## src/rtl/core/thlkr_pkg.sv

```systemverilog
package thlkr_pkg;

	localparam int unsigned CodeW  = 7;
	localparam int unsigned KindW  = 2;
	localparam int unsigned ModW   = 4;
	localparam int unsigned TimeW  = 48;
	localparam int unsigned ThrW   = 32;
	localparam int unsigned PaddrW = 4;
	localparam int unsigned PdataW = 32;

	localparam logic [ThrW-1:0]  HoldThresholdRst = 32'd200000;
	localparam logic [CodeW-1:0] LayerKeyCodeRst  = 7'd10;
	localparam logic [CodeW-1:0] TapKeyCodeRst    = 7'd53;

	// Register byte addresses
	localparam logic [PaddrW-1:0] AddrHoldThreshold = 4'd0;
	localparam logic [PaddrW-1:0] AddrLayerKeyCode  = 4'd4;
	localparam logic [PaddrW-1:0] AddrTapKeyCode    = 4'd8;

	typedef enum logic [KindW-1:0] {
		EV_DOWN  = 2'd0,
		EV_UP    = 2'd1,
		EV_FLAGS = 2'd2
	} event_kind_t;

	localparam logic [ModW-1:0] ModControl = 4'b0001;
	localparam logic [ModW-1:0] ModShift   = 4'b0010;
	localparam logic [ModW-1:0] ModCommand = 4'b0100;
	localparam logic [ModW-1:0] ModOption  = 4'b1000;

	typedef struct packed {
		logic [CodeW-1:0] key_code;
		logic [KindW-1:0] event_kind;
		logic [ModW-1:0]  modifier_bits;
		logic [TimeW-1:0] time_now;
	} item_t;

	typedef struct packed {
		logic [CodeW-1:0] out_key_code;
		logic [KindW-1:0] out_kind;
		logic [ModW-1:0]  out_modifiers;
		logic             last_of_run;
	} result_t;

	typedef struct packed {
		logic             layer_held;
		logic [TimeW-1:0] press_stamp;
		logic             layer_engaged;
		logic [ModW-1:0]  sticky_modifiers;
	} state_t;

	typedef struct packed {
		logic [ThrW-1:0]  hold_limit;
		logic [CodeW-1:0] layer_key_code;
		logic [CodeW-1:0] tap_key_code;
	} cfg_t;

	typedef struct packed {
		logic [1:0] num_results;
		result_t    first;
		result_t    second;
		state_t     next_state;
	} decision_t;

	// Navigation remap while the layer is engaged; bit CodeW marks a hit.
	function automatic logic [CodeW:0] nav_map(input logic [CodeW-1:0] code);
		logic [CodeW:0] res;
		case (code)
			7'd4:    res = {1'b1, 7'd123};
			7'd38:   res = {1'b1, 7'd125};
			7'd40:   res = {1'b1, 7'd126};
			7'd37:   res = {1'b1, 7'd124};
			7'd34:   res = {1'b1, 7'd116};
			7'd31:   res = {1'b1, 7'd121};
			7'd43:   res = {1'b1, 7'd115};
			7'd47:   res = {1'b1, 7'd119};
			default: res = '0;
		endcase
		return res;
	endfunction

	function automatic logic [ModW-1:0] sticky_bit_of(input logic [CodeW-1:0] code);
		logic [ModW-1:0] res;
		res = '0;
		if (code inside {7'd59, 7'd62}) begin
			res = ModControl;
		end else if (code inside {7'd60, 7'd56}) begin
			res = ModShift;
		end else if (code inside {7'd55, 7'd54}) begin
			res = ModCommand;
		end else if (code inside {7'd58, 7'd61}) begin
			res = ModOption;
		end
		return res;
	endfunction

endpackage

```

## src/rtl/core/thlkr_if.sv

```systemverilog
interface thlkr_in_if;
	logic                          valid;
	logic                          ready;
	logic [thlkr_pkg::CodeW-1:0]   key_code;
	logic [thlkr_pkg::KindW-1:0]   event_kind;
	logic [thlkr_pkg::ModW-1:0]    modifier_bits;
	logic                          fresh_press;
	logic [thlkr_pkg::TimeW-1:0]   time_now;

	modport source (output valid, key_code, event_kind, modifier_bits, fresh_press,
		time_now, input ready);
	modport sink (input valid, key_code, event_kind, modifier_bits, fresh_press,
		time_now, output ready);
endinterface

interface thlkr_out_if;
	logic                          valid;
	logic                          ready;
	logic [thlkr_pkg::CodeW-1:0]   out_key_code;
	logic [thlkr_pkg::KindW-1:0]   out_kind;
	logic [thlkr_pkg::ModW-1:0]    out_modifiers;
	logic                          last_of_run;

	modport source (output valid, out_key_code, out_kind, out_modifiers, last_of_run,
		input ready);
	modport sink (input valid, out_key_code, out_kind, out_modifiers, last_of_run,
		output ready);
endinterface

```

## src/rtl/core/thlkr_decide.sv

```systemverilog
module thlkr_decide (
	input  thlkr_pkg::item_t     item,
	input  thlkr_pkg::state_t    state,
	input  thlkr_pkg::cfg_t      cfg,
	output thlkr_pkg::decision_t dec
);

	logic [thlkr_pkg::TimeW-1:0] held_for;
	logic                        held_long;
	logic                        is_layer;
	logic [thlkr_pkg::CodeW:0]   nav;
	logic                        pass;
	logic [thlkr_pkg::ModW-1:0]  sticky_next;

	assign held_for  = item.time_now - state.press_stamp;
	assign held_long = held_for >= {{(thlkr_pkg::TimeW-thlkr_pkg::ThrW){1'b0}},
		cfg.hold_limit};
	assign is_layer  = item.key_code == cfg.layer_key_code;
	assign nav       = thlkr_pkg::nav_map(item.key_code);
	assign sticky_next = state.sticky_modifiers ^ thlkr_pkg::sticky_bit_of(item.key_code);

	always_comb begin
		dec             = '0;
		dec.next_state  = state;
		pass            = 1'b0;
		case (item.event_kind)
			thlkr_pkg::EV_DOWN, thlkr_pkg::EV_UP, thlkr_pkg::EV_FLAGS: begin
				if (is_layer) begin
					if (item.event_kind == thlkr_pkg::EV_DOWN) begin
						if (!state.layer_held) begin
							dec.next_state.layer_held    = 1'b1;
							dec.next_state.press_stamp   = item.time_now;
							dec.next_state.layer_engaged = 1'b0;
						end
					end else if (item.event_kind == thlkr_pkg::EV_UP && state.layer_held) begin
						dec.next_state.layer_held    = 1'b0;
						dec.next_state.layer_engaged = 1'b0;
						// A tap emits the tap key down and up with no modifiers.
						if (!state.layer_engaged && !held_long) begin
							dec.num_results            = 2'd2;
							dec.first.out_key_code     = cfg.tap_key_code;
							dec.first.out_kind         = thlkr_pkg::EV_DOWN;
							dec.second.out_key_code    = cfg.tap_key_code;
							dec.second.out_kind        = thlkr_pkg::EV_UP;
							dec.second.last_of_run     = 1'b1;
						end
					end
				end else begin
					pass = 1'b1;
					if (state.layer_held && item.event_kind == thlkr_pkg::EV_DOWN) begin
						if (held_long) begin
							dec.next_state.layer_engaged = 1'b1;
							pass = !nav[thlkr_pkg::CodeW];
						end
					end else if (state.layer_held && item.event_kind == thlkr_pkg::EV_UP &&
						state.layer_engaged) begin
						pass = !nav[thlkr_pkg::CodeW];
					end
					dec.num_results          = 2'd1;
					dec.first.last_of_run    = 1'b1;
					dec.first.out_kind       = item.event_kind;
					if (pass) begin
						dec.next_state.sticky_modifiers = sticky_next;
						dec.first.out_key_code  = item.key_code;
						dec.first.out_modifiers = item.modifier_bits | sticky_next;
					end else begin
						// Remapped keys keep the incoming modifiers only.
						dec.first.out_key_code  = nav[thlkr_pkg::CodeW-1:0];
						dec.first.out_modifiers = item.modifier_bits;
					end
				end
			end
			default: begin
				dec.num_results = 2'd0;
			end
		endcase
	end

endmodule

```

## src/rtl/core/tap_hold_layer_key_remapper_unit.sv

```systemverilog
// Tap-hold layer key remapper. Keyboard events enter on key_in and the resulting
// events leave on key_out, each transaction on a valid/ready handshake. An event is
// registered on entry and decided in one pass against the layer and sticky-modifier
// state; its first result is then loaded into the output register once that
// register is free, and leaves the unit from there.
// Events that give zero or one result are taken at one per cycle while key_out
// accepts every result; a tap of the layer key gives two results, which leave one
// after the other through the single output register. The hold threshold, the layer
// key code and the tap key code are written through the APB port (byte addresses
// 0, 4 and 8) and should only be changed while no events are in flight.
module tap_hold_layer_key_remapper_unit (
	input  logic                               clk,
	input  logic                               arst_n,
	input  logic                               psel,
	input  logic                               penable,
	input  logic                               pwrite,
	input  logic [thlkr_pkg::PaddrW-1:0]       paddr,
	input  logic [thlkr_pkg::PdataW-1:0]       pwdata,
	output logic [thlkr_pkg::PdataW-1:0]       prdata,
	output logic                               pready,
	thlkr_in_if.sink                           key_in,
	thlkr_out_if.source                        key_out
);

	thlkr_pkg::cfg_t      cfg_q;
	thlkr_pkg::state_t    state_q;
	thlkr_pkg::item_t     item_s1;
	logic                 valid_s1;
	thlkr_pkg::decision_t dec;
	thlkr_pkg::result_t   res_s2;
	logic                 valid_s2;
	thlkr_pkg::result_t   second_q;
	logic                 second_pend_q;
	logic                 out_free;
	logic                 consume;
	logic                 out_taken;
	logic                 cfg_wr;

	// Configuration registers
	assign pready = 1'b1;
	assign cfg_wr = psel & penable & pwrite;

	always_ff @(posedge clk or negedge arst_n) begin
		if (!arst_n) begin
			cfg_q.hold_limit     <= thlkr_pkg::HoldThresholdRst;
			cfg_q.layer_key_code <= thlkr_pkg::LayerKeyCodeRst;
			cfg_q.tap_key_code   <= thlkr_pkg::TapKeyCodeRst;
		end else if (cfg_wr) begin
			case (paddr)
				thlkr_pkg::AddrHoldThreshold: cfg_q.hold_limit <= pwdata;
				thlkr_pkg::AddrLayerKeyCode:
					cfg_q.layer_key_code <= pwdata[thlkr_pkg::CodeW-1:0];
				thlkr_pkg::AddrTapKeyCode:
					cfg_q.tap_key_code <= pwdata[thlkr_pkg::CodeW-1:0];
				default: ;
			endcase
		end
	end

	always_comb begin
		case (paddr)
			thlkr_pkg::AddrHoldThreshold: prdata = cfg_q.hold_limit;
			thlkr_pkg::AddrLayerKeyCode:
				prdata = {{(thlkr_pkg::PdataW-thlkr_pkg::CodeW){1'b0}}, cfg_q.layer_key_code};
			thlkr_pkg::AddrTapKeyCode:
				prdata = {{(thlkr_pkg::PdataW-thlkr_pkg::CodeW){1'b0}}, cfg_q.tap_key_code};
			default: prdata = '0;
		endcase
	end

	// Handshake control. The output register is free when empty, or when its
	// transaction completes this cycle and no second tap result is waiting.
	assign out_taken    = valid_s2 & key_out.ready;
	assign out_free     = !valid_s2 || (key_out.ready && !second_pend_q);
	assign consume      = valid_s1 & out_free;
	assign key_in.ready = !valid_s1 || out_free;

	always_ff @(posedge clk or negedge arst_n) begin
		if (!arst_n) begin
			valid_s1 <= 1'b0;
		end else if (key_in.ready) begin
			valid_s1 <= key_in.valid;
		end
	end

	always_ff @(posedge clk) begin
		if (key_in.valid && key_in.ready) begin
			item_s1.key_code      <= key_in.key_code;
			item_s1.event_kind    <= key_in.event_kind;
			item_s1.modifier_bits <= key_in.modifier_bits;
			item_s1.time_now      <= key_in.time_now;
		end
	end

	thlkr_decide u_decide (
		.item  (item_s1),
		.state (state_q),
		.cfg   (cfg_q),
		.dec   (dec)
	);

	always_ff @(posedge clk or negedge arst_n) begin
		if (!arst_n) begin
			state_q <= '0;
		end else if (consume) begin
			state_q <= dec.next_state;
		end
	end

	always_ff @(posedge clk or negedge arst_n) begin
		if (!arst_n) begin
			valid_s2      <= 1'b0;
			second_pend_q <= 1'b0;
		end else if (consume && dec.num_results != 2'd0) begin
			valid_s2      <= 1'b1;
			second_pend_q <= dec.num_results == 2'd2;
		end else if (out_taken) begin
			valid_s2      <= second_pend_q;
			second_pend_q <= 1'b0;
		end
	end

	always_ff @(posedge clk) begin
		if (consume && dec.num_results != 2'd0) begin
			res_s2   <= dec.first;
			second_q <= dec.second;
		end else if (out_taken && second_pend_q) begin
			res_s2 <= second_q;
		end
	end

	assign key_out.valid         = valid_s2;
	assign key_out.out_key_code  = res_s2.out_key_code;
	assign key_out.out_kind      = res_s2.out_kind;
	assign key_out.out_modifiers = res_s2.out_modifiers;
	assign key_out.last_of_run   = res_s2.last_of_run;

endmodule
```

## src/flat_wrapper.sv

```systemverilog
// flat-port wrapper written by rule: the top's interface ports become plain ports
module tap_hold_layer_key_remapper_unit_flat 
  (clk, arst_n, psel, penable, pwrite, paddr, pwdata, prdata, pready, key_in_valid, key_in_key_code, key_in_event_kind, key_in_modifier_bits, key_in_fresh_press, key_in_time_now, key_in_ready, key_out_valid, key_out_out_key_code, key_out_out_kind, key_out_out_modifiers, key_out_last_of_run, key_out_ready);
  thlkr_in_if key_in_i ();
  thlkr_out_if key_out_i ();
  input  logic clk;
  input  logic arst_n;
  input  logic psel;
  input  logic penable;
  input  logic pwrite;
  input  logic [thlkr_pkg::PaddrW-1:0] paddr;
  input  logic [thlkr_pkg::PdataW-1:0] pwdata;
  output logic [thlkr_pkg::PdataW-1:0] prdata;
  output logic pready;
  input wire logic [$bits(key_in_i.valid)-1:0] key_in_valid;
  input wire logic [$bits(key_in_i.key_code)-1:0] key_in_key_code;
  input wire logic [$bits(key_in_i.event_kind)-1:0] key_in_event_kind;
  input wire logic [$bits(key_in_i.modifier_bits)-1:0] key_in_modifier_bits;
  input wire logic [$bits(key_in_i.fresh_press)-1:0] key_in_fresh_press;
  input wire logic [$bits(key_in_i.time_now)-1:0] key_in_time_now;
  output wire logic [$bits(key_in_i.ready)-1:0] key_in_ready;
  output wire logic [$bits(key_out_i.valid)-1:0] key_out_valid;
  output wire logic [$bits(key_out_i.out_key_code)-1:0] key_out_out_key_code;
  output wire logic [$bits(key_out_i.out_kind)-1:0] key_out_out_kind;
  output wire logic [$bits(key_out_i.out_modifiers)-1:0] key_out_out_modifiers;
  output wire logic [$bits(key_out_i.last_of_run)-1:0] key_out_last_of_run;
  input wire logic [$bits(key_out_i.ready)-1:0] key_out_ready;
  assign key_in_i.valid = key_in_valid;
  assign key_in_i.key_code = key_in_key_code;
  assign key_in_i.event_kind = key_in_event_kind;
  assign key_in_i.modifier_bits = key_in_modifier_bits;
  assign key_in_i.fresh_press = key_in_fresh_press;
  assign key_in_i.time_now = key_in_time_now;
  assign key_in_ready = key_in_i.ready;
  assign key_out_valid = key_out_i.valid;
  assign key_out_out_key_code = key_out_i.out_key_code;
  assign key_out_out_kind = key_out_i.out_kind;
  assign key_out_out_modifiers = key_out_i.out_modifiers;
  assign key_out_last_of_run = key_out_i.last_of_run;
  assign key_out_i.ready = key_out_ready;
  tap_hold_layer_key_remapper_unit u_core (.clk(clk), .arst_n(arst_n), .psel(psel), .penable(penable), .pwrite(pwrite), .paddr(paddr), .pwdata(pwdata), .prdata(prdata), .pready(pready), .key_in(key_in_i), .key_out(key_out_i));
endmodule
```

## config.mk

```make
export PLATFORM = sky130hd
export DESIGN_NAME = tap_hold_layer_key_remapper_unit_flat
export DESIGN_NICKNAME = d
export VERILOG_FILES = /design/src/rtl/core/thlkr_pkg.sv /design/src/rtl/core/thlkr_if.sv /design/src/rtl/core/thlkr_decide.sv /design/src/rtl/core/tap_hold_layer_key_remapper_unit.sv /design/src/flat_wrapper.sv
export SDC_FILE = /design/constraint.sdc
export NUM_CORES = 1
export LEC_CHECK = 0
export BUFFER_PORTS_ARGS = -buffer_cell sky130_fd_sc_hd__buf_4
export CAP_MARGIN = 15
export CORE_AREA = 2 2 145 147
export DETAILED_ROUTE_END_ITERATION = 6
export DIE_AREA = 0 0 147 149
export PLACE_DENSITY_LB_ADDON = 0.08
export SLEW_MARGIN = 5
export SYNTH_ARGS = -nofsm -noshare
export SYNTH_HDL_FRONTEND = slang
export SYNTH_SLANG_ARGS = --single-unit
```

## constraint.sdc

```tcl
create_clock -name clk -period 8.3 [get_ports clk]
set_input_delay 0.415 -clock clk [delete_from_list [all_inputs] [get_ports clk]]
set_output_delay 0.415 -clock clk [all_outputs]
set_load 0.005 [all_outputs]
```

==> results of run 1 <==
synth_stat cells, drive strengths merged, types with 3 or more instances:
library cell / instances / share of area (%)
a311oi: 6 / 0.44
or4: 6 / 0.41
o21ai: 92 / 4.0
edfxtp: 83 / 21
o221ai: 5 / 0.42
and3: 3 / 0.16
nand2: 131 / 4.2
a21oi: 87 / 3.8
a211oi: 6 / 0.42
nor4: 11 / 0.84
nor4b: 6 / 0.50
dfstp: 12 / 2.7
a22o: 3 / 0.22
a22oi: 10 / 0.63
nor3: 22 / 0.93
a41oi: 3 / 0.22
and2: 36 / 1.9
nand2b: 6 / 0.32
nor2: 84 / 2.7
nor2b: 6 / 0.32
a21boi: 7 / 0.44
dfrtp: 91 / 19
a31oi: 7 / 0.37
buf: 22 / 0.99
o21a: 11 / 0.70
o21bai: 3 / 0.19
o211ai: 10 / 0.63
and4: 6 / 0.44
nand3: 25 / 1.1
ha: 82 / 8.7
or3: 4 / 0.21
mux2i: 4 / 0.34
nor3b: 3 / 0.23
mux2: 66 / 6.3
or2: 6 / 0.32
a221oi: 4 / 0.55
o2111ai: 5 / 0.37
nand4: 33 / 1.8
xor2: 27 / 2.0
inv: 99 / 3.1
clkbuf: 28 / 0.91
xnor2: 24 / 1.8
a21o: 12 / 0.76
cell usage in the layout, fill, tap and decap left out, types with 17 or more instances in the layout:
cell type,instances
buf_4,160
nand2_1,130
inv_1,99
dfrtp_1,91
nor2_1,84
a21oi_1,83
edfxtp_1,83
ha_1,82
o21ai_0,80
mux2_2,66
and2_1,35
nand4_1,32
xor2_1,27
nand3_1,25
xnor2_1,24
nor3_1,22
clkbuf_16,17
path summary, 6_finish.rpt:
check                                               from                                  endpoint  slack [ns]
max                          u_core.item_s1[6]$_DFFE_PP_  u_core.key_out.out_key_code[2]$_DFFE_PP_        1.49
min                                 key_in_event_kind[0]              u_core.item_s1[52]$_DFFE_PP_        0.15
max reg2reg                  u_core.item_s1[6]$_DFFE_PP_  u_core.key_out.out_key_code[2]$_DFFE_PP_        1.49
min reg2reg                u_core.state_q[1]$_DFFE_PN0P_             u_core.state_q[1]$_DFFE_PN0P_        0.50
max in group asynchronous                         arst_n            u_core.state_q[39]$_DFFE_PN0P_        6.60
min in group asynchronous                         arst_n             u_core.state_q[6]$_DFFE_PN0P_        0.51
sequential cells by signal, summed over array words and instances, names as in the netlist:
register / cells
u_core.cfg_q: 46
u_core.item_s1: 61
u_core.key_out.last_of_run: 1
u_core.key_out.out_key_code: 7
u_core.key_out.out_kind: 2
u_core.key_out.out_modifiers: 4
u_core.key_out.valid: 1
u_core.second_pend_q: 1
u_core.second_q: 8
u_core.state_q: 54
u_core.valid_s1: 1
kinds of logic after synthesis:
group / after synthesis / synth area share [%]
AO/OA/AOI/OAI: 293 / 16.0
XOR/XNOR: 51 / 3.78
adder cells (fa/ha/maj): 83 / 8.84
buffers and inverters: 150 / 5.09
flip-flops: 186 / 43.0
multiplexers: 70 / 6.62
other: 1 / 0.0317
AND/OR/NAND/NOR: 393 / 16.7
layout make-up:
cell class	instances	area, µm²
Tap cell	275	344
Sequential cell	186	5080
Fill cell	1687	6820
Multi-Input combinational cell	891	6150
Clock inverter	12	101
Timing Repair Buffer	161	1210
Clock buffer	20	467
Inverter	100	377
power breakdown:
group / total, mW / switching, mW / internal (mW)
Combinational: 0.592 / 0.344 / 0.248
Clock: 0.796 / 0.379 / 0.418
Sequential: 1.13 / 0.0609 / 1.07
per-stage QoR:
step	setup WS (ns)	hold slack [ns]	power, mW
3_3_place_gp	1.76	0.449	1.71
4_1_cts	1.65	0.134	2.53
3_5_place_dp	1.69	0.452	1.73
6_report	1.49	0.146	2.52
2_1_floorplan	2.41	0.119	1.53
5_1_grt	0.998	0.131	2.65
routing by layer:
metal | track usage [%] | vias up | wire length, µm
li1 | - | 4692 | -
met1 | 37.4 | 4644 | 13100
met2 | 44.2 | 304 | 13600
met3 | 4.07 | 39 | 1760
met4 | 7.79 | 0 | 606
met5 | 0 | - | 0
==> impl_metrics.tcl, run 1 <==
set metrics [dict create \
    max-slew-margin-rel_pct 33.7 \
    path_cells "ha_1 > a21oi_1 > o21ai_0 > a221oi_2 > a21oi_1 > nor2_1 > o21ai_0 > a21oi_1 > o21bai_1 > xor2_1 > ha_1 > and3_1 > o21ai_0 > nand4_1 > a211oi_1 > nand4_1 > or4_1 > nor4_1 > nand3_1 > or4_1 > nor4b_2 > nand2_1 > a31oi_1" \
    path_depth 23 \
    cts_resized 0 \
    drt_wl_total_um 29100 \
    crit_path_end_kind "flip-flop" \
    worstSetupStartpointType "flip-flop" \
    synth_cell_types 85 \
    dieArea_um2 21900 \
    hold_path.class "in2reg" \
    r2r.worst_path.cells 23 \
    cts_made_buffers 17 \
    grt_overflow_total 0 \
    avgSynthCellArea_um2 9.64 \
    layout.cells.non_filler 1645 \
    die_h_um 149 \
    fmax_mhz 147 \
    dr.pass1.iters 5 \
    path_class "reg2reg" \
    fin_crit_sh_pct 82.1 \
    cp.required_ns 8.56 \
    final_util_pct 66.8 \
    dpl_cell_area_um2 13200 \
    powerDensity_nw_per_um2 183 \
    drive_above_1_share_pct 21.8 \
    routedWlPerCell_um 17.7 \
    start_util_pct 57.5 \
    p_leak_nw 5.91 \
    core_um2 20600 \
    cts_setup_buffers 0 \
    fin_area_um2 13700 \
    via_per_inst 5.88 \
    antenna_found_initial 0 \
    async_flop_share_pct 55.4 \
    outcome "completed" \
    io_pins 154 \
    synth_edf_count 83 \
    drv_cap 0 \
    yosys_most_used_dff "dfrtp_1" \
    drt.antenna.violating_nets 0 \
    path_delay_family "simple AND/OR/NAND/NOR gates" \
    setup_violations 0 \
    drt_iter0_markers 671 \
    die_w_um 147 \
    grt_max_degree 64 \
    htreeDepth 4 \
    cts.sinks 186 \
    grt_use_total_pct 26.9 \
    yosys_warnings 0 \
    rsz0062_at_grt "no" \
    port_buffers 151 \
    synthesis.nets 1415 \
    fin_crit_ns 6.81 \
    vdd_drop_max_v 0.000122 \
    clk-insertion-delay-late_ns 0.44 \
    synth.yosys.seq_area_share_pct 43.0 \
    gp_congestion 0.945 \
    area_growth_pct 16.1 \
    worst_pin_slew_ns 0.995 \
    place_inst 1612 \
    fin_nets 1545 \
    final.setup.tns_ns 0 \
    grt_pass1_vias 9179 \
    worst-path-buf-inv 0 \
    slew_violations 0 \
    cts_tree "yes" \
    drc 0 \
    synth-seq-cells 186 \
    min_path_cells 1 \
    cp.arrival_ns 7.07 \
    finalHoldViolations 0 \
    clock_skew_ns 0.0117 \
    vias 9679 \
    cpPeakStageDelay_ns 0.64 \
    slowest_stage "nor4b_2" \
    syn_inst 1227 \
    syn-cell-area_um2 11800 \
    antenna_cells 0 \
    cts_buffer_depth 2 \
    cts-root-buf "clkbuf_16" \
    crit_path_max_fanout 8 \
    cts_hold_buffers 1 \
    clk_pin_slew_ns 0.08 \
    placementRows 53 \
    hpwlAfterDp_um 22300 \
    grt_pass1_wl_um 46800 \
]
Power figures use the tool's default switching activity.
==> run 2: changes to the inputs <==
--- a/config.mk
+++ b/config.mk
@@ -7,9 +7,9 @@
 export LEC_CHECK = 0
 export BUFFER_PORTS_ARGS = -buffer_cell sky130_fd_sc_hd__buf_4
 export CAP_MARGIN = 15
-export CORE_AREA = 2 2 145 147
+export CORE_AREA = 2 2 153 155
 export DETAILED_ROUTE_END_ITERATION = 6
-export DIE_AREA = 0 0 147 149
+export DIE_AREA = 0 0 155 157
 export PLACE_DENSITY_LB_ADDON = 0.08
 export SLEW_MARGIN = 5
 export SYNTH_ARGS = -nofsm -noshare
==> constraint.sdc (replaced) <==
create_clock -name clk -period 5.9 [get_ports clk]
set_input_delay 0.295 -clock clk [delete_from_list [all_inputs] [get_ports clk]]
set_output_delay 0.295 -clock clk [all_outputs]
set_load 0.005 [all_outputs]
==> impl_metrics.tcl, run 2 (synthesis gave the netlist of run 1 again) <==
set metrics [dict create \
    die_h_um 157 \
    whs_ns 0.0206 \
    clock_skew_ns 0.0119 \
    place_inst 1675 \
    drt_wl_total_um 30500 \
    worst_pin_slew_ns 1.04 \
    fmax_mhz 172 \
    dieArea_um2 24300 \
    rsz0062_at_grt "yes" \
    gp_congestion 0.920 \
    clk_pin_slew_ns 0.08 \
    grt_pass1_wl_um 48800 \
    die_w_um 155 \
    largest-register "u_core.item_s1" \
    dr.pass1.iters 5 \
    p_leak_nw 6.25 \
    grt_overflow_total 0 \
    crit_path_max_fanout 4 \
    antenna_found_initial 0 \
    fin_crit_sh_pct 98.8 \
    path_class "reg2reg" \
    worst_slack_ns 0.0717 \
    layout.cells.non_filler 1717 \
    grt_use_total_pct 25.5 \
    cts_made_buffers 17 \
    hold_end "u_core.item_s1[7]$_DFFE_PP_" \
    clk-insertion-delay-late_ns 0.44 \
    core_um2 22500 \
    vias 9818 \
    drt_iter0_markers 605 \
    max-slew-margin-rel_pct 30.4 \
    cts-root-buf "clkbuf_16" \
    hold_path.class "in2reg" \
    r2r-start "u_core.item_s1[0]$_DFFE_PP_" \
    slew_violations 0 \
    finalHoldViolations 0 \
    cts_tree "yes" \
    vdd_drop_max_v 0.000167 \
    fillers 1949 \
    port_buffers 151 \
    outcome "completed" \
    crit_path_end_kind "flip-flop" \
    largest_reg_flops 61 \
    min_path_cells 1 \
    min_from "key_in_time_now[7]" \
    htreeDepth 4 \
    antenna_cells 0 \
    drc 0 \
    cts.sinks 186 \
    drv_cap 0 \
    r2r-end "u_core.key_out.out_key_code[0]$_DFFE_PP_" \
    io_pins 154 \
    p_total_mw 3.68 \
    setup_violations 0 \
    area_growth_pct 22.0 \
    fin_area_um2 14400 \
    via_per_inst 5.72 \
    dpl_cell_area_um2 13600 \
    drt.antenna.violating_nets 0 \
    fin_nets 1607 \
    fin_crit_ns 5.83 \
    final.setup.tns_ns 0 \
    powerDensity_nw_per_um2 255 \
    final_util_pct 64.1 \
    mostFrequentLayoutCells "218 x buf_4, 129 x nand2_1, 97 x inv_1, 91 x dfrtp_1, 83 x edfxtp_1" \
    final_common_cell "buf_4" \
    hpwlAfterDp_um 23500 \
    dp_slack_ns -0.123 \
    cts_buffer_depth 2 \
    r2r.worst_path.cells 25 \
    reg_top3 "u_core.item_s1 x61, u_core.state_q x54, u_core.cfg_q x46" \
    grt_pass1_vias 9402 \
    start_util_pct 52.6 \
    drive_above_1_share_pct 27.4 \
    worstSetupStartpointType "flip-flop" \
    grt_max_degree 64 \
    routedWlPerCell_um 17.8 \
    rrSetupSlack_ns 0.07 \
    cp.arrival_ns 6.02 \
    cp.required_ns 6.09 \
    placementRows 55 \
]
## run 2: changes by cell type in the layout (fill, tap and decap cells not counted), moves of 4 or more
| cell | previous run | this run |
|---|---|---|
| a311oi_1 | 6 | 2 |
| o21ai_0 | 80 | 75 |
| buf_4 | 160 | 218 |
| a311oi_2 | 0 | 4 |
## run 2: critical path: stages (launching register included)
cell and delay [ns]:
edfxtp_1 0.39, inv_2 0.09, ha_4 0.13, inv_2 0.03, fa_2 0.33, a21o_1 0.23, a21o_1 0.21, a221oi_4 0.37
o22ai_2 0.15, nor2_2 0.14, buf_4 0.12, buf_4 0.09, xnor2_1 0.15, ha_1 0.28, and4_1 0.22, nand3_2 0.09
nand4_1 0.14, a211oi_2 0.18, nand4_1 0.12, or4_1 0.43, nor4_2 0.26, nand3_1 0.11, or4_4 0.50, a32o_2 0.31
and3b_1 0.17, or3_1 0.33
## run 2: layer usage
metal	track usage [%]	vias to the layer above	wire (µm)
li1	-	4808	-
met1	35.0	4686	14100
met2	41.5	277	14100
met3	4.52	47	1620
met4	7.58	0	660
met5	0	-	0
## run 2: how the worst max path moves through the flow
stage                                     start                                       end  slack [ns]
floorplan           u_core.item_s1[6]$_DFFE_PP_      u_core.key_out.last_of_run$_DFFE_PP_       0.007
global placement    u_core.item_s1[0]$_DFFE_PP_  u_core.key_out.out_key_code[0]$_DFFE_PP_        0.05
detailed placement  u_core.item_s1[0]$_DFFE_PP_  u_core.key_out.out_key_code[0]$_DFFE_PP_       -0.12
CTS                 u_core.item_s1[0]$_DFFE_PP_  u_core.key_out.out_key_code[0]$_DFFE_PP_        0.06
global route        u_core.item_s1[0]$_DFFE_PP_  u_core.key_out.out_key_code[0]$_DFFE_PP_       -0.14
finish              u_core.item_s1[0]$_DFFE_PP_  u_core.key_out.out_key_code[0]$_DFFE_PP_        0.07
## run 2: what timing repair did
action	in CTS	in global routing
pin swaps	5	22
hold buffers	1	0
setup buffers	2	7
endpoints found under the setup margin	34	46
hold endpoints to repair	37	0
resized for setup	8	40
## run 2: power breakdown
group          internal, mW  switching (mW)
combinational         0.401           0.510
clock                 0.635           0.540
sequential             1.50          0.0899
total                  2.54            1.14
## run 2: cell type report
cell class	count	area, µm²	share of cell area, %
multi-input cells	891	6320	43.8
flip-flops and latches	186	5080	35.2
repair buffers	223	1700	11.8
clock buffers	18	429	2.97
inverters	100	377	2.61
well taps	285	357	2.47
clock inverters	14	160	1.11
==> run 3: changes to the inputs <==
--- a/config.mk
+++ b/config.mk
@@ -7,11 +7,12 @@
 export LEC_CHECK = 0
 export BUFFER_PORTS_ARGS = -buffer_cell sky130_fd_sc_hd__buf_4
 export CAP_MARGIN = 15
-export CORE_AREA = 2 2 153 155
+export CORE_AREA = 2 2 160 162
 export DETAILED_ROUTE_END_ITERATION = 6
-export DIE_AREA = 0 0 155 157
+export DIE_AREA = 0 0 162 164
 export PLACE_DENSITY_LB_ADDON = 0.08
 export SLEW_MARGIN = 5
 export SYNTH_ARGS = -nofsm -noshare
 export SYNTH_HDL_FRONTEND = slang
+export SYNTH_HIERARCHICAL = 1
 export SYNTH_SLANG_ARGS = --single-unit
==> impl_metrics.tcl, run 3 <==
set metrics [dict create \
    cts_made_buffers 17 \
    drive_above_1_share_pct 29.6 \
    synth_most_common_cell "nand2_1" \
    syn-cell-area_um2 13200 \
    die_h_um 164 \
    largest_reg_flops 61 \
    drt.antenna.violating_nets 0 \
    placementRows 58 \
    io_pins 154 \
    grt_pass1_wl_um 54100 \
    cpPeakStageDelay_ns 0.40 \
    vdd_drop_max_v 0.000207 \
    drt_iter0_markers 801 \
    via_per_inst 5.74 \
    fmax_mhz 179 \
    slowest_stage "edfxtp_1" \
    fin_nets 1671 \
    clk_pin_slew_ns 0.09 \
    whs_ns 0.0161 \
    synth_top_family_by_area "compound AO/OA/AOI/OAI gates" \
    yosys-top-cells-count "137 x nand2_1, 110 x inv_1, 91 x dfrtp_1, 91 x o21ai_0, 89 x edfxtp_1" \
    area_growth_pct 18.3 \
    clk-insertion-delay-late_ns 0.45 \
    setup_violations 0 \
    outcome "completed" \
    drt_wl_total_um 35100 \
    crit_path_end_kind "flip-flop" \
    final.setup.tns_ns 0 \
    worstSetupStartpointType "flip-flop" \
    grt_overflow_total 0 \
    powerDensity_nw_per_um2 314 \
    syn_inst 1343 \
    async_flop_share_pct 53.6 \
    final_common_cell "buf_4" \
    synth_edf_count 89 \
    max-slew-margin-rel_pct 23.5 \
    dr.pass1.iters 6 \
    cts-root-buf "clkbuf_16" \
    path_class "reg2reg" \
    p_total_mw 4.90 \
    fin_crit_sh_pct 94.8 \
    synth_cell_types 87 \
    reg_top3 "u_core/item_s1 x61, u_core/state_q x54, u_core/cfg_q x46" \
    ys_top_cells_by_area "edfxtp_1 20%, dfrtp_1 17%, mux2_2 7.5%, ha_1 7.5%, nand2_1 3.9%" \
    grt_pass1_vias 10100 \
    htreeDepth 4 \
    cp.arrival_ns 5.79 \
    dp_slack_ns -0.0252 \
    antenna_cells 0 \
    hold_path.class "in2reg" \
    die_w_um 162 \
    dieArea_um2 26600 \
    synth_area_leader_cell "edfxtp_1" \
    fin_crit_ns 5.59 \
    gp_congestion 0.969 \
    synth-seq-cells 192 \
    grt_max_degree 95 \
    clock_skew_ns 0.0201 \
    hpwlAfterDp_um 26300 \
    synth_xor_area_share_pct 3.52 \
    synth.yosys.seq_area_share_pct 40.0 \
    cts_buffer_depth 2 \
    drc 0 \
    p_leak_nw 6.46 \
    worst_pin_slew_ns 1.15 \
    synthAdderAreaFrac_pct 7.66 \
    cp.required_ns 6.10 \
    yosys_warnings 6 \
    finalHoldViolations 0 \
    cts.sinks 192 \
    port_buffers 151 \
    routedWlPerCell_um 19.2 \
    start_util_pct 53.1 \
    synth_compound_area_share_pct 16.2 \
    avgSynthCellArea_um2 9.81 \
    slew_violations 0 \
    antenna_found_initial 0 \
    cts_tree "yes" \
    drv_cap 0 \
    worst_slack_ns 0.306 \
    yosys_most_used_dff "dfrtp_1" \
    crit_path_max_fanout 10 \
    vias 10500 \
    yosys-mux-area-fraction_pct 11.2 \
    final_util_pct 62.8 \
    synth_top_area_share_pct 20.3 \
    grt_use_total_pct 26.1 \
    synth-simple-area-share_pct 14.8 \
    core_um2 24800 \
    largest-register "u_core/item_s1" \
    mostFrequentLayoutCells "191 x buf_4, 137 x nand2_1, 110 x inv_1, 91 x dfrtp_1, 89 x edfxtp_1" \
]
-- run 3: logic make-up after synthesis --
logic type / count (synthesis)
flip-flops: 192
XOR/XNOR: 53
multiplexers: 122
buffers and inverters: 188
other: 2
AND/OR/NAND/NOR: 384
AO/OA/AOI/OAI: 322
adder cells (fa/ha/maj): 80
-- run 3: cell type report --
cell class	instances	area, µm²
Sequential cell	192	5270
Clock buffer	17	425
Clock inverter	15	193
Timing Repair Buffer	198	1560
Tap cell	330	413
Fill cell	2130	9240
Inverter	110	413
Multi-Input combinational cell	967	7320
-- run 3: per-layer routing --
layer	track usage, %	wire (µm)	up-vias
met2	44.3	16700	267
met1	36.0	16400	5072
li1	-	-	5132
met5	0	0	-
met3	3.21	1520	26
met4	5.43	418	0
-- run 3: timing repair --
item,in CTS,in global routing
hold endpoints to repair,39,1
endpoints found under the setup margin,28,43
setup buffers,0,6
resized for setup,3,55
cloned,0,2
hold buffers,1,1
pin swaps,0,4
-- run 3: path summary, 6_finish.rpt --
path | end | cells past startpoint | from | slack [ns]
hold reg to reg | u_core/state_q[33]$_DFFE_PN0P_ | 1 | u_core/state_q[33]$_DFFE_PN0P_ | 0.51
setup / recovery | u_core/key_out.out_key_code[2]$_DFFE_PP_ | 28 | u_core/item_s1[0]$_DFFE_PP_ | 0.31
min in group asynchronous | u_core/cfg_q[21]$_DFFE_PN0P_ | 2 | arst_n | 0.38
max in group asynchronous | u_core/state_q[46]$_DFFE_PN0P_ | 3 | arst_n | 4.28
setup reg to reg | u_core/key_out.out_key_code[2]$_DFFE_PP_ | 28 | u_core/item_s1[0]$_DFFE_PP_ | 0.31
hold / removal | u_core/item_s1[4]$_DFFE_PP_ | 1 | key_in_time_now[4] | 0.02
-- run 3: stage by stage --
stage,cell area (µm²),instances
after floorplan,13200,1347
after global routing,15600,1829
after global placement,14600,1787
after CTS,15300,1820
final,15600,1829
after detailed placement,14600,1787
-- run 3: power by group --
part           switching (mW)  internal [mW]  total, mW  leakage [nW]
registers               0.121           1.59       1.71          2.22
clock network           0.610          0.579       1.19         0.298
logic                    1.13          0.865       2.00          3.94
-- run 3: critical path, delay by kind of cell (launching register included) --
family	cells	cell delay, ns
AO/OA/AOI/OAI	11	1.77
AND/OR/NAND/NOR	8	1.43
adder cells (fa/ha/maj)	3	0.75
buffers and inverters	4	0.44
flip-flops	1	0.40
multiplexers	1	0.32
XOR/XNOR	1	0.20
